--- config.mk ---
export PLATFORM = sky130hd
export DESIGN_NAME = dvru_relax
export DESIGN_NICKNAME = d
export VERILOG_FILES = /design/src/hw/rtl/dvru_pkg.sv /design/src/hw/rtl/dvru_relax.sv
export SDC_FILE = /design/constraint.sdc
export NUM_CORES = 1
export LEC_CHECK = 0
export ABC_AREA = 1
export BUFFER_PORTS_ARGS = -buffer_cell sky130_fd_sc_hd__buf_2
export CELL_PAD_IN_SITES_DETAIL_PLACEMENT = 1
export CELL_PAD_IN_SITES_GLOBAL_PLACEMENT = 1
export CORE_MARGIN = 10
export CORE_UTILIZATION = 34
export DETAILED_ROUTE_END_ITERATION = 7
export PLACE_DENSITY_LB_ADDON = 0.3
export SLEW_MARGIN = 25
export SYNTH_ARGS = -nofsm -noshare
export SYNTH_HDL_FRONTEND = slang
export SYNTH_SLANG_ARGS = --single-unit
--- constraint.sdc ---
create_clock -name vclk -period 2.8
set_clock_uncertainty 0.15 [all_clocks]
set_input_delay 0.14 -clock vclk [all_inputs]
set_output_delay 0.14 -clock vclk [all_outputs]
set_load 0.02 [all_outputs]
--- src/hw/rtl/dvru_pkg.sv ---
// Shared types, sizes and codes for the distance-vector route table.
`timescale 1ns / 1ps
package dvru_pkg;

    localparam int MAX_NODES = 32;
    localparam int NODE_BITS = $clog2(MAX_NODES);
    localparam int CNT_BITS  = NODE_BITS + 1;
    localparam int COST_BITS = 16;
    localparam int HOP_BITS  = 6;
    localparam int ADDR_BITS = 2 * NODE_BITS;
    localparam int CELLS     = MAX_NODES * MAX_NODES;

    localparam logic [HOP_BITS-1:0]  HOP_NONE = HOP_BITS'(MAX_NODES);
    localparam logic [COST_BITS-1:0] COST_MAX = {COST_BITS{1'b1}};

    localparam logic [1:0] CMD_LOAD  = 2'd0;
    localparam logic [1:0] CMD_EXCH  = 2'd1;
    localparam logic [1:0] CMD_QUERY = 2'd2;
    localparam logic [1:0] CMD_SPARE = 2'd3;

    localparam logic [1:0] ST_OK      = 2'd0;
    localparam logic [1:0] ST_BAD     = 2'd1;
    localparam logic [1:0] ST_NO_LINK = 2'd2;

    typedef struct packed {
        logic                 mark;
        logic [HOP_BITS-1:0]  hop;
        logic [COST_BITS-1:0] cost;
    } t_entry;

    localparam int ENTRY_BITS = $bits(t_entry);

    // Relaxation unit request and answer
    typedef struct packed {
        logic                 skip;
        logic [COST_BITS-1:0] to_send;
        logic [COST_BITS-1:0] via;
        logic [COST_BITS-1:0] old;
    } t_relax_req;

    typedef struct packed {
        logic                 take;
        logic [COST_BITS-1:0] sum;
    } t_relax_rsp;

endpackage

--- src/hw/rtl/dvru_relax.sv ---
// Saturating add and compare used once per table entry during an exchange.
`timescale 1ns / 1ps
module dvru_relax (
    input  dvru_pkg::t_relax_req i_req,
    output dvru_pkg::t_relax_rsp o_rsp
);
    import dvru_pkg::*;

    logic [COST_BITS:0] w_full;

    always_comb begin
        w_full     = {1'b0, i_req.to_send} + {1'b0, i_req.via};
        o_rsp.sum  = w_full[COST_BITS] ? COST_MAX : w_full[COST_BITS-1:0];
        // if not skipped and via != 0: take where no route or a dearer one
        o_rsp.take = !i_req.skip && (i_req.via != '0) &&
                     ((i_req.old == '0) || (i_req.old > o_rsp.sum));
    end

endmodule

Word-level counts from Yosys, hierarchy flattened
Cells that the tools add are included.
{"block": "word_totals", "wordCells": 9, "inputBits": 49, "out_inout_bits": 17, "ff_bits": 0}
{"block": "op_classes", "n_addsub": 1, "order_cmp": 1, "n_mux": 1, "reduce_logical": 6}
{"cell": "16-bit by 16-bit adder with 17-bit output", "n": 1}
{"cell": "16-bit greater-than comparator", "n": 1}
{"cell": "16-bit zero test", "n": 1}
{"cell": "16-bit 2-to-1 mux", "n": 1}
{"cell": "16-bit nonzero test", "n": 1}
{"cell": "1-bit logical AND", "n": 2}
{"cell": "1-bit zero test", "n": 1}
{"cell": "1-bit logical OR", "n": 1}

Depth between registers and ports, before layout
{"block": "logic_depth", "ltp_word": 5, "ltp_mapped": 21}

Worst setup path after synthesis
Ideal clock, no wire load.
{"block": "synth_timing", "kind": "input-to-output", "from": "input port i_req[16] in the netlist's numbering", "to": "output port o_rsp[16] in the netlist's numbering", "t_arrival_ns": 2.533, "t_required_ns": 2.510, "stages": 21, "slack_ns": -0.023, "path_buffers": 0, "cell_sequence": "ha_1 -> fa_1 -> nand2_1 -> a21oi_2 -> nand2_1 -> nand2_2 -> nand2_2 -> nand3_2 -> or2_2 -> ha_1 -> inv_1 -> nand2_1 -> nand2_1 -> nand2_1 -> nand2_1 -> nand2_1 -> nand2_1 -> nand2_1 -> nand2_1 -> nand2_1 -> a21oi_1"}
{"item": "from (decl)", "line_no": "dvru_relax.sv:4", "source": "input dvru_pkg::t_relax_req i_req,"}
{"item": "to (decl)", "line_no": "dvru_relax.sv:5", "source": "output dvru_pkg::t_relax_rsp o_rsp"}

==> reports/metrics.cfg <==
[run_status]
outcome = finished with violations
violations = setup timing

[synthesis]
postSynthCellCount = 251
avgSynthCellArea_um2 = 6.10
synth_cell_types = 25
syn-num-nets = 333
synth_warnings = 0
yosysSeqAreaShare_pct = 0
netlist_area_um2 = 1530
synth_area_leaders = ha_1, nand2_1, a21oi_1
yosysTopAreaCell = ha_1
synth_top_area_share_pct = 26.1

[drt]
detail_route.wl_per_cell_um = 27.9
dr.pass1.iters = 4
vias_per_cell = 6.14
vias = 2746
drt_iter0_markers = 262
antenna_left = 0
drc = 0
wirelength_um = 12500

[timing]
fin_crit_sh_pct = 117
hold_violations = 0
setup_violations = 1
finalMaxSlewViolations = 0
slew_headroom_pct = 68.0
grt_setup_unrepaired = true
layout_setup_ws_ns = -0.466
worstMarginPinSlew_ns = 0.475
finalCriticalPeriod_ns = 3.27
fmaxAchievable_mhz = 306

[die]
die_h_um = 87.1
die_area_um2 = 7590
floorplan.initialDensity_pct = 35.2
die_x_um = 87.1
rows = 24
core_area_um2 = 4350
io_pins = 66

[layout]
regArea_um2 = 0
nClkBuffers = 0
fillers = 532
layout_commonest_cell = buf_4
fin_cells = 447
final_area_um2 = 2980
drive_above_1_share_pct = 62.0
area_growth_pct = 94.4
layout_common_cells = buf_4, buf_2, nand2_1
diodes = 0
seq_cell_count = 0
fin_nets = 479

[critical_path]
endpoint_kind = output pin
critPathTopFamily = simple AND/OR/NAND/NOR gates
path_cells = buf_2, ha_4, buf_6, nand2_4, inv_1, nand3_1, nor3_1, nand2_1, nand2_1, nand2_1, nand2_1, nor2_2, ha_1, nand2_2, nor3_4, nand2_1, nand2_1, nand2_1, a21oi_2, buf_6
cp_max_fo = 4
worstPathRequired_ns = 2.51
max_stage_delay_ns = 0.30
start_kind = input pin
path_buf_inv = 4
arrival_ns = 2.98
path_common_cell = nand2_1
cp_slowest_cell = nor3_1
path_class = in -> out

[clock_tree]
hold_buffers = 0

[run]
maxCapViolCount = 0

[place]
place_inst = 426
io_buffer_count = 66
dp_hpwl_um = 6070
post_dp_cell_area_um2 = 2350
gp_congestion = 0.819

[power]
ir_drop_mv = 0.154
combPwrFrac_pct = 100.0
power.switching_w = 0.000611
pwr-share-seq_pct = 0
internal_power_w = 0.000439
p_per_area_nw_per_um2 = 352
p_clk_share_pct = 0
p_leak_nw = 1.53
swShare_pct = 58.2

[global_route]
antenna_found_initial = 0
grt_pass1_wl_um = 14700
grt_max_degree = 8
grt_pass1_vias = 2832
grtUsageTotal_pct = 24.1
grt-ovfl-total = 0

[worst_hold_path]
hp-class = in -> out

-- layout make-up --
class	instances	area, um^2	area share (%)
Inverter	35	131	4.41
Multi-Input combinational cell	215	1810	60.9
Tap cell	52	65.1	2.18
Timing Repair Buffer	145	968	32.5
-- cell usage after synthesis --
| library cell | number |
|---|---|
| fa_1 | 1 |
| a21o_1 | 1 |
| nor2_1 | 25 |
| o21ai_2 | 1 |
| nand3_1 | 17 |
| ha_1 | 32 |
| nand3_2 | 4 |
| inv_2 | 7 |
| nor4_4 | 1 |
| a21oi_1 | 22 |
| nor3_2 | 1 |
| nor4_1 | 9 |
| nand2_2 | 6 |
| nand4_1 | 4 |
| o21ai_0 | 8 |
| and2_1 | 1 |
| inv_1 | 28 |
| buf_12 | 1 |
| xor2_1 | 6 |
| or2_2 | 1 |
| nand2_1 | 63 |
| a21oi_2 | 2 |
| nor2_4 | 7 |
| nor3_1 | 2 |
| a21oi_4 | 1 |
-- stage by stage --
| stage | setup WS, ns | setup TNS [ns] | total power [W] | hold WS, ns | util, % |
|---|---|---|---|---|---|
| 2_1_floorplan | 0.0676 | 0 | 0.000399 | 0.270 | - |
| 3_3_place_gp | -0.156 | -0.156 | 0.000671 | 0.473 | 53.9 |
| 6_report | -0.466 | -0.466 | 0.00105 | 0.541 | 68.4 |
| 4_1_cts | -0.0999 | -0.0999 | 0.000803 | 0.465 | 61.4 |
| 5_1_grt | -0.615 | -0.615 | 0.00110 | 0.518 | 68.4 |
| 3_5_place_dp | -0.354 | -0.354 | 0.000709 | 0.488 | 53.9 |
-- metal layers --
| layer | up-vias | global-route usage, % | share of wire [%] |
|---|---|---|---|
| met3 | 83 | 4.21 | 7.5 |
| li1 | 1131 | - | - |
| met5 | - | 0 | 0 |
| met4 | 0 | 11.9 | 7.1 |
| met1 | 1309 | 25.8 | 36 |
| met2 | 223 | 44.0 | 49 |
-- power by group through the flow --
stage | clock network, W | logic [W] | registers [W]
after global routing | 0 | 0.00110 | 0
after global placement | 0 | 0.000671 | 0
after detailed placement | 0 | 0.000709 | 0
final | 0 | 0.00105 | 0
after CTS | 0 | 0.000803 | 0
after floorplan | 0 | 0.000399 | 0
-- repair_timing --
action / CTS / global route
setup endpoints to repair: 1 / 1
pin swaps: 23 / 28
gates resized for setup: 49 / 52
buffers inserted: 15 / 6
-- cell families (layout without fill, tap and decap cells) --
family	count (synthesis)	count (layout)	synth area share (%)
fa+ha+maj	33	33	27.5
buf+inv	36	180	9.89
xor+xnor	6	6	3.43
simple gates	141	141	46.2
compound gates	35	35	13.1
-- path summary, 6_finish.rpt --
kind	startpoint	endpoint	slack (ns)	cells past startpoint
setup / recovery	i_req[25]	o_rsp[16]	-0.47	20
hold / removal	i_req[48]	o_rsp[16]	0.54	5
Power figures use the tool's default switching activity.
